File: config.mk
export PLATFORM = sky130hd
export DESIGN_NAME = glyph_coverage_blend_blit_core
export DESIGN_NICKNAME = d
export VERILOG_FILES = /design/src/rtl/gcbb_pkg.sv /design/src/rtl/gcbb_front.sv /design/src/rtl/gcbb_fifo.sv /design/src/rtl/gcbb_back.sv /design/src/rtl/glyph_coverage_blend_blit_core.sv
export SDC_FILE = /design/constraint.sdc
export NUM_CORES = 2
export LEC_CHECK = 0
export ABC_CLOCK_PERIOD_IN_PS = 6860
export CAP_MARGIN = 30
export CELL_PAD_IN_SITES_DETAIL_PLACEMENT = 2
export CELL_PAD_IN_SITES_GLOBAL_PLACEMENT = 2
export CORE_MARGIN = 10
export CORE_UTILIZATION = 45
export DETAILED_ROUTE_END_ITERATION = 8
export DONT_BUFFER_PORTS = 1
export PLACE_DENSITY = 0.83
export SYNTH_ARGS = -nofsm -noshare
export SYNTH_HDL_FRONTEND = slang
export SYNTH_SLANG_ARGS = --single-unit
export TNS_END_PERCENT = 30
File: constraint.sdc
create_clock -name clk_i -period 6.86 [get_ports clk_i]
set_input_delay 0.343 -clock clk_i [delete_from_list [all_inputs] [get_ports clk_i]]
set_output_delay 0.343 -clock clk_i [all_outputs]
set_load 0.02 [all_outputs]
File: src/rtl/gcbb_pkg.sv
`timescale 1ns / 1ps

package gcbb_pkg;

  // fixed field widths
  localparam int unsigned CoordW   = 17;
  localparam int unsigned ColorW   = 24;
  localparam int unsigned MaskW    = 8;
  localparam int unsigned CfgIdxW  = 2;
  localparam int unsigned CfgDataW = 24;
  localparam int unsigned SdataW   = 88;
  localparam int unsigned SuserW   = 2;
  localparam int unsigned MdataW   = 64;

  // default queue depth between front and back
  localparam int unsigned FifoDepthDef = 4;

  // register indexes
  localparam logic [CfgIdxW-1:0] CfgFore   = 2'd0;
  localparam logic [CfgIdxW-1:0] CfgBack   = 2'd1;
  localparam logic [CfgIdxW-1:0] CfgOpaque = 2'd2;

  // register reset values
  localparam logic [ColorW-1:0] ForeReset = 24'h000000;
  localparam logic [ColorW-1:0] BackReset = 24'hFFFFFF;

  // bitmap formats
  typedef enum logic [1:0] {
    MODE_MONO = 2'd0,
    MODE_GRAY = 2'd1,
    MODE_LCD  = 2'd2
  } mode_e;

  // one classified item waiting for the back end
  typedef struct packed {
    logic [CoordW-1:0] x;
    logic [CoordW-1:0] y;
    logic [MaskW-1:0]  emit;
    logic [MaskW-1:0]  hit;
    logic [ColorW-1:0] color_hit;
    logic [ColorW-1:0] color_miss;
  } entry_t;

  typedef struct packed {
    logic   push;
    entry_t entry;
  } push_t;

  typedef struct packed {
    logic full;
    logic empty;
  } fifo_st_t;

endpackage

File: src/rtl/gcbb_front.sv
`timescale 1ns / 1ps

module gcbb_front import gcbb_pkg::*; (
  input  logic              clk_i,
  input  logic              rst_ni,
  input  logic              s_axis_tvalid,
  output logic              s_axis_tready,
  // origin_x, origin_y, glyph_rows, upward_flow, row_index, column_index,
  // valid_bits, cover_r, cover_g, cover_b, zero pad
  input  logic [SdataW-1:0] s_axis_tdata,
  // mode
  input  logic [SuserW-1:0] s_axis_tuser,
  input  logic [ColorW-1:0] fore_i,
  input  logic [ColorW-1:0] back_i,
  input  logic              opaque_i,
  input  fifo_st_t          fifo_st_i,
  output push_t             push_o
);

  localparam logic [7:0]        MonoFirstBit = 8'h80;
  localparam logic [7:0]        FullCover    = 8'd255;
  localparam logic [CoordW-1:0] FlowShift    = 17'd11;

  // c*fg + (255-c)*bg, fits 16 bits
  function automatic logic [15:0] mix_sum(input logic [7:0] cov, input logic [7:0] fg,
                                          input logic [7:0] bg);
    logic [15:0] a;
    logic [15:0] b;
    a = {8'd0, cov} * {8'd0, fg};
    b = {8'd0, FullCover - cov} * {8'd0, bg};
    return a + b;
  endfunction

  // floor(v / 255) for v below 65280
  function automatic logic [7:0] div255(input logic [15:0] v);
    logic [16:0] t;
    t = {1'b0, v} + {9'd0, v[15:8]} + 17'd1;
    return t[15:8];
  endfunction

  // field unpack
  logic [15:0] ox, oy;
  logic [7:0]  rows, row, col, cr, cg, cb;
  logic        up;
  logic [3:0]  nbits;
  mode_e       mode;

  assign ox    = s_axis_tdata[15:0];
  assign oy    = s_axis_tdata[31:16];
  assign rows  = s_axis_tdata[39:32];
  assign up    = s_axis_tdata[40];
  assign row   = s_axis_tdata[48:41];
  assign col   = s_axis_tdata[56:49];
  assign nbits = s_axis_tdata[60:57];
  assign cr    = s_axis_tdata[68:61];
  assign cg    = s_axis_tdata[76:69];
  assign cb    = s_axis_tdata[84:77];
  assign mode  = mode_e'(s_axis_tuser);

  // coordinates
  logic [CoordW-1:0] x0, y0;
  assign x0 = {ox[15], ox} + {9'd0, col};
  assign y0 = {oy[15], oy} + {9'd0, row} + (up ? (FlowShift - {9'd0, rows}) : '0);

  // per channel blend sums
  logic [7:0]  cov_g, cov_b;
  logic [15:0] sum_r0, sum_g0, sum_b0;
  assign cov_g  = (mode == MODE_LCD) ? cg : cr;
  assign cov_b  = (mode == MODE_LCD) ? cb : cr;
  assign sum_r0 = mix_sum(cr,    fore_i[7:0],   back_i[7:0]);
  assign sum_g0 = mix_sum(cov_g, fore_i[15:8],  back_i[15:8]);
  assign sum_b0 = mix_sum(cov_b, fore_i[23:16], back_i[23:16]);

  // classify the item into pixel masks
  logic [MaskW-1:0] emit0, hit0;
  logic [3:0]       nsat;
  logic             nz;
  logic             bitv;
  always_comb begin
    emit0 = '0;
    hit0  = '0;
    nsat  = (nbits > 4'd8) ? 4'd8 : nbits;
    nz    = 1'b0;
    bitv  = 1'b0;
    case (mode)
      MODE_MONO: begin
        for (int k = 0; k < MaskW; k++) begin
          bitv     = |(cr & (MonoFirstBit >> k));
          hit0[k]  = (4'(k) < nsat) & bitv;
          emit0[k] = (4'(k) < nsat) & (bitv | opaque_i);
        end
      end
      MODE_GRAY: begin
        nz    = (cr != 8'd0);
        emit0 = {7'd0, nz | opaque_i};
        hit0  = {7'd0, nz};
      end
      MODE_LCD: begin
        nz    = ((cr | cg | cb) != 8'd0);
        emit0 = {7'd0, nz | opaque_i};
        hit0  = {7'd0, nz};
      end
      default: begin
        emit0 = '0;
        hit0  = '0;
      end
    endcase
  end

  // stage register
  logic              s1_valid_q;
  logic [CoordW-1:0] s1_x_q, s1_y_q;
  logic [MaskW-1:0]  s1_emit_q, s1_hit_q;
  logic              s1_mono_q;
  logic [15:0]       s1_sr_q, s1_sg_q, s1_sb_q;
  logic              advance;

  assign advance       = s1_valid_q & ((s1_emit_q == '0) | ~fifo_st_i.full);
  assign s_axis_tready = ~s1_valid_q | advance;

  always_ff @(posedge clk_i or negedge rst_ni) begin
    if (!rst_ni) begin
      s1_valid_q <= 1'b0;
    end else if (s_axis_tready) begin
      s1_valid_q <= s_axis_tvalid;
    end
  end

  always_ff @(posedge clk_i) begin
    if (s_axis_tready && s_axis_tvalid) begin
      s1_x_q    <= x0;
      s1_y_q    <= y0;
      s1_emit_q <= emit0;
      s1_hit_q  <= hit0;
      s1_mono_q <= (mode == MODE_MONO);
      s1_sr_q   <= sum_r0;
      s1_sg_q   <= sum_g0;
      s1_sb_q   <= sum_b0;
    end
  end

  // queue write, items without pixels are dropped here
  always_comb begin
    push_o.push             = s1_valid_q & (s1_emit_q != '0) & ~fifo_st_i.full;
    push_o.entry.x          = s1_x_q;
    push_o.entry.y          = s1_y_q;
    push_o.entry.emit       = s1_emit_q;
    push_o.entry.hit        = s1_hit_q;
    push_o.entry.color_hit  = s1_mono_q ? fore_i
                            : {div255(s1_sb_q), div255(s1_sg_q), div255(s1_sr_q)};
    push_o.entry.color_miss = back_i;
  end

endmodule

File: src/rtl/gcbb_fifo.sv
`timescale 1ns / 1ps

module gcbb_fifo import gcbb_pkg::*; #(
  parameter int unsigned Depth = FifoDepthDef
) (
  input  logic     clk_i,
  input  logic     rst_ni,
  input  push_t    push_i,
  input  logic     pop_i,
  output entry_t   head_o,
  output fifo_st_t st_o
);

  localparam int unsigned PtrW = (Depth > 1) ? $clog2(Depth) : 1;
  localparam int unsigned CntW = $clog2(Depth + 1);
  localparam logic [PtrW-1:0] PtrLast = PtrW'(Depth - 1);
  localparam logic [CntW-1:0] CntFull = CntW'(Depth);

  entry_t          mem_q [Depth];
  logic [PtrW-1:0] wr_ptr_q, rd_ptr_q;
  logic [CntW-1:0] cnt_q;

  assign st_o.full  = (cnt_q == CntFull);
  assign st_o.empty = (cnt_q == '0);
  assign head_o     = mem_q[rd_ptr_q];

  // storage
  always_ff @(posedge clk_i) begin
    if (push_i.push) begin
      mem_q[wr_ptr_q] <= push_i.entry;
    end
  end

  // pointers and fill count
  always_ff @(posedge clk_i or negedge rst_ni) begin
    if (!rst_ni) begin
      wr_ptr_q <= '0;
      rd_ptr_q <= '0;
      cnt_q    <= '0;
    end else begin
      if (push_i.push) begin
        wr_ptr_q <= (wr_ptr_q == PtrLast) ? '0 : wr_ptr_q + 1'b1;
      end
      if (pop_i) begin
        rd_ptr_q <= (rd_ptr_q == PtrLast) ? '0 : rd_ptr_q + 1'b1;
      end
      if (push_i.push && !pop_i) begin
        cnt_q <= cnt_q + 1'b1;
      end else if (pop_i && !push_i.push) begin
        cnt_q <= cnt_q - 1'b1;
      end
    end
  end

endmodule

File: src/rtl/gcbb_back.sv
`timescale 1ns / 1ps

module gcbb_back import gcbb_pkg::*; (
  input  logic              clk_i,
  input  logic              rst_ni,
  input  entry_t            head_i,
  input  fifo_st_t          fifo_st_i,
  output logic              pop_o,
  output logic              m_axis_tvalid,
  input  logic              m_axis_tready,
  // pixel_x, pixel_y, pixel_color, zero pad
  output logic [MdataW-1:0] m_axis_tdata,
  // last_of_item
  output logic              m_axis_tlast
);

  logic [MaskW-1:0] done_q;
  logic [MaskW-1:0] rem, onehot;
  logic [2:0]       idx;
  logic             last, load;
  logic             out_valid_q;

  // next pixel of the head item: lowest pending bit
  assign rem    = head_i.emit & ~done_q;
  assign onehot = rem & (~rem + 8'd1);
  assign last   = ((rem & ~onehot) == '0);

  always_comb begin
    idx = '0;
    for (int k = MaskW - 1; k >= 0; k--) begin
      if (rem[k]) begin
        idx = 3'(k);
      end
    end
  end

  assign load  = ~fifo_st_i.empty & (~out_valid_q | m_axis_tready);
  assign pop_o = load & last;

  // progress through the head item
  always_ff @(posedge clk_i or negedge rst_ni) begin
    if (!rst_ni) begin
      done_q      <= '0;
      out_valid_q <= 1'b0;
    end else begin
      if (load) begin
        done_q <= last ? '0 : (done_q | onehot);
      end
      if (load) begin
        out_valid_q <= 1'b1;
      end else if (m_axis_tready) begin
        out_valid_q <= 1'b0;
      end
    end
  end

  // output register
  logic [CoordW-1:0] px_q, py_q;
  logic [ColorW-1:0] color_q;
  logic              last_q;

  always_ff @(posedge clk_i) begin
    if (load) begin
      px_q    <= head_i.x + {14'd0, idx};
      py_q    <= head_i.y;
      color_q <= ((head_i.hit & onehot) != '0) ? head_i.color_hit : head_i.color_miss;
      last_q  <= last;
    end
  end

  assign m_axis_tvalid = out_valid_q;
  assign m_axis_tdata  = {6'd0, color_q, py_q, px_q};
  assign m_axis_tlast  = last_q;

endmodule

File: src/rtl/glyph_coverage_blend_blit_core.sv
`timescale 1ns / 1ps
// path: the first pixel write passes the front register, the queue and the output
//   register, in that order
// throughput: gray and lcd items 1 per cycle while the output accepts; a mono byte
//   writes 1 pixel per cycle, up to 8, set by the single pixel port of the back end
// the front end keeps accepting while the queue (FifoDepth items) has room
// reset: asynchronous active low; colors and opaque fill return to reset values,
//   queue and output empty

module glyph_coverage_blend_blit_core import gcbb_pkg::*; #(
  parameter int unsigned FifoDepth = FifoDepthDef
) (
  input  logic                clk_i,
  input  logic                rst_ni,
  // configuration writes
  input  logic                cfg_we_i,
  input  logic [CfgIdxW-1:0]  cfg_idx_i,
  input  logic [CfgDataW-1:0] cfg_data_i,
  // glyph elements
  input  logic                s_axis_tvalid,
  output logic                s_axis_tready,
  // origin_x, origin_y, glyph_rows, upward_flow, row_index, column_index,
  // valid_bits, cover_r, cover_g, cover_b, zero pad
  input  logic [SdataW-1:0]   s_axis_tdata,
  // mode
  input  logic [SuserW-1:0]   s_axis_tuser,
  // pixel writes
  output logic                m_axis_tvalid,
  input  logic                m_axis_tready,
  // pixel_x, pixel_y, pixel_color, zero pad
  output logic [MdataW-1:0]   m_axis_tdata,
  // last_of_item
  output logic                m_axis_tlast
);

  // configuration registers
  logic [ColorW-1:0] fore_q, back_q;
  logic              opaque_q;

  always_ff @(posedge clk_i or negedge rst_ni) begin
    if (!rst_ni) begin
      fore_q   <= ForeReset;
      back_q   <= BackReset;
      opaque_q <= 1'b0;
    end else if (cfg_we_i) begin
      case (cfg_idx_i)
        CfgFore:   fore_q   <= cfg_data_i[ColorW-1:0];
        CfgBack:   back_q   <= cfg_data_i[ColorW-1:0];
        CfgOpaque: opaque_q <= cfg_data_i[0];
        default: ;
      endcase
    end
  end

  push_t    push;
  entry_t   head;
  fifo_st_t fifo_st;
  logic     pop;

  gcbb_front u_front (
    .clk_i         (clk_i),
    .rst_ni        (rst_ni),
    .s_axis_tvalid (s_axis_tvalid),
    .s_axis_tready (s_axis_tready),
    .s_axis_tdata  (s_axis_tdata),
    .s_axis_tuser  (s_axis_tuser),
    .fore_i        (fore_q),
    .back_i        (back_q),
    .opaque_i      (opaque_q),
    .fifo_st_i     (fifo_st),
    .push_o        (push)
  );

  gcbb_fifo #(
    .Depth (FifoDepth)
  ) u_fifo (
    .clk_i  (clk_i),
    .rst_ni (rst_ni),
    .push_i (push),
    .pop_i  (pop),
    .head_o (head),
    .st_o   (fifo_st)
  );

  gcbb_back u_back (
    .clk_i         (clk_i),
    .rst_ni        (rst_ni),
    .head_i        (head),
    .fifo_st_i     (fifo_st),
    .pop_o         (pop),
    .m_axis_tvalid (m_axis_tvalid),
    .m_axis_tready (m_axis_tready),
    .m_axis_tdata  (m_axis_tdata),
    .m_axis_tlast  (m_axis_tlast)
  );

`ifndef SYNTHESIS
  // queue never written when full
  assert property (@(posedge clk_i) disable iff (!rst_ni) push.push |-> !fifo_st.full)
    else $error("push into full queue");

  // queue never drained when empty
  assert property (@(posedge clk_i) disable iff (!rst_ni) pop |-> !fifo_st.empty)
    else $error("pop from empty queue");

  // retiring an item always presents its final pixel
  assert property (@(posedge clk_i) disable iff (!rst_ni)
    pop |=> (m_axis_tvalid && m_axis_tlast))
    else $error("item retired without last pixel");
`endif

endmodule

==> metrics.yaml <==
outcome: "completed"
ys.flop_type: "edfxtp_1"
first_pass_iters: 7
drive_above_1_share: 0.112
critPathMaxStageDelay_ns: 0.58
clk_pin_slew_ns: 0.06
maxCapViolCount: 0
cts_resized: 0
grt_max_degree: 67
crit_path_end_kind: "register"
fp.dieW_um: 312
r2r-start: "back_q[17]"
postRouteAntennaNets: 0
cp_max_fo: 34
areaGrowthSynthToFinish_pct: 10.8
gr-usage-all-layers: 0.262
crit_path_start: "s_axis_tuser[0]"
cp-start-kind: "primary input"
cts_buffer_depth: 3
drt_iter0_markers: 1757
io_pins: 188
cpMostUsedCell: "fa_1"
drv_slew: 0
final.period_utilization: 0.950
cts_tree: "yes"
cp.required_ns: 7.22
fin_skew_ns: 0.0362
path_cells: "inv_1, ha_1, buf_12, nand2b_1, nand2_1, nand2_1, fa_1, fa_1, inv_1, fa_1, fa_1, fa_1, inv_1, fa_1, inv_1, ha_1, o21a_1, o2111a_1, o31ai_1, a31oi_1, a21o_1, a21oi_1, xnor2_1"
fp-row-count: 107
period_needed_ns: 6.52
crit_type: "in -> reg"
gp_congestion: 0.853
netlist_instances: 2891
synth-warning-count: 0
clock_latency_ns: 0.64
initial_core_util: 0.453
port_buffers: 0
hold_start: "s_axis_tdata[12]"
synth_seq_cells: 616
final_nets: 3635
critical_path_arrival_ns: 6.88
grt_pass1_vias: 28557
rsz0062_at_grt: "no"
clock-root-buffer: "clkbuf_16"
setup_tns_ns: 0
cts_buffers: 69
antenna_found_initial: 4
synthArstFlopShare: 0.107
seq_area_frac_synth: 0.473
grt_overflow: 0
die_y_um: 312
relSlewSlack: 0.235
finalHoldViolations: 0
hpwl_um: 87400
drc: 0
dieArea_um2: 97600
cts_sinks: 616
grt_pass1_wl_um: 192000
layout_commonest_cell: "edfxtp_1"
layout_common_cells: "edfxtp_1, inv_1, fa_1"
syn_area_um2: 38500
vias: 23870
wirelength_um: 127000
core_area_um2: 85000
synth_top_area_cell: "edfxtp_1"
hp-class: "in -> reg"
worst_slew_pin_slew_ns: 1.14
crit_slowest_cell: "fa_1"
wl_per_cell_um: 30.5
syn_area_per_cell_um2: 13.3
synth_cell_type_count: 68
synthTopCellsByArea: "edfxtp_1, fa_1, ha_1"
cts_max_level: 3
final-setup-viol-count: 0
viasPerCell: 5.73
synth_edf_count: 550
max_clock_freq_ghz: 0.153
synthDominantCellAreaShare: 0.429
cell usage after synthesis (28+ instances only):
cell type    n
mux2_2      55
ha_1       252
xnor2_1     72
edfxtp_1   550
nand2_1    207
and2_1     108
clkbuf_1    47
mux4_2      98
nor2_1      70
and3_1      62
xor2_1      46
nand2b_1    44
nand3_1     28
o21ai_0     59
nor2b_1    118
dfrtp_1     42
fa_1       300
a21oi_1     65
inv_1      432
kinds of logic (layout without fill, tap and decap cells):
| kind of cell | after synthesis | after routing | synth area share |
|---|---|---|---|
| flops | 616 | 616 | 0.473 |
| compound gates | 210 | 210 | 0.0342 |
| simple gates | 689 | 689 | 0.0935 |
| buf+inv | 526 | 645 | 0.0536 |
| xor+xnor | 118 | 118 | 0.0268 |
| fa+ha+maj | 553 | 553 | 0.238 |
| mux | 178 | 178 | 0.0808 |
| other cells | 1 | 12 | 0.0000974 |
worst max-delay path, delay by kind of cell:
kind | cells | cell delay, ns
adders and majority gates | 8 | 3.78
AOI/OAI and AO/OA | 6 | 1.22
and+or+nand+nor | 3 | 0.83
buffers and inverters | 5 | 0.52
xor gates and xnor gates | 1 | 0.13
layout make-up:
| class | instances | area [um2] |
|---|---|---|
| Multi-Input combinational cell | 1757 | 18300 |
| Inverter | 432 | 1620 |
| Tap cell | 1144 | 1430 |
| Timing Repair Buffer | 86 | 876 |
| Sequential cell | 616 | 18200 |
| Clock inverter | 36 | 350 |
| Antenna cell | 3 | 7.51 |
| Clock buffer | 91 | 1870 |
| Fill cell | 8059 | 42400 |
state kept, by name, indices dropped and copies added, names as in the netlist, 16 cells and up:
signal / count
back_q: 24
u_back.color_q: 24
u_front.s1_y_q: 17
u_back.px_q: 17
u_front.s1_sg_q: 16
u_front.s1_sr_q: 16
fore_q: 24
u_fifo.mem_q: 392
u_back.py_q: 17
u_front.s1_sb_q: 16
u_front.s1_x_q: 17
stage by stage:
stage	area, um2	hold WS [ns]	utilization	cells	setup WS (ns)
after floorplan	38500	0.0474	-	2899	0.598
after global placement	39800	0.0544	0.468	3980	0.408
after detailed placement	39900	0.0541	0.469	3984	0.0720
after CTS	42600	0.00108	0.501	4160	0.506
after global routing	42600	0.00618	0.502	4162	0.133
final	42600	0.0286	0.502	4165	0.340
what timing repair did:
action | CTS | global route
hold endpoints to repair | 141 | 0
buffers inserted | 0 | 0
hold buffers | 49 | 0
routing by layer:
layer	track usage	vias to the layer above	wire (um)
li1	-	9999	-
met1	0.305	12794	48500
met2	0.479	779	67300
met3	0.0438	296	6260
met4	0.100	2	5030
met5	0	-	18
worst paths after layout:
path | to | cells after the start | slack [ns]
max | u_front.s1_sb_q[15] | 23 | 0.34
min | u_front.s1_x_q[13] | 2 | 0.03
min in group asynchronous | u_back.done_q[2] | 2 | 0.36
max in group asynchronous | back_q[16] | 2 | 6.08
max reg2reg | u_front.s1_sb_q[15] | 18 | 0.44
min reg2reg | u_fifo.mem_q[1][83] | 0 | 0.52
Power is not shown: default switching activity piles up to over one toggle a cycle in this logic, so the estimate is an artifact.
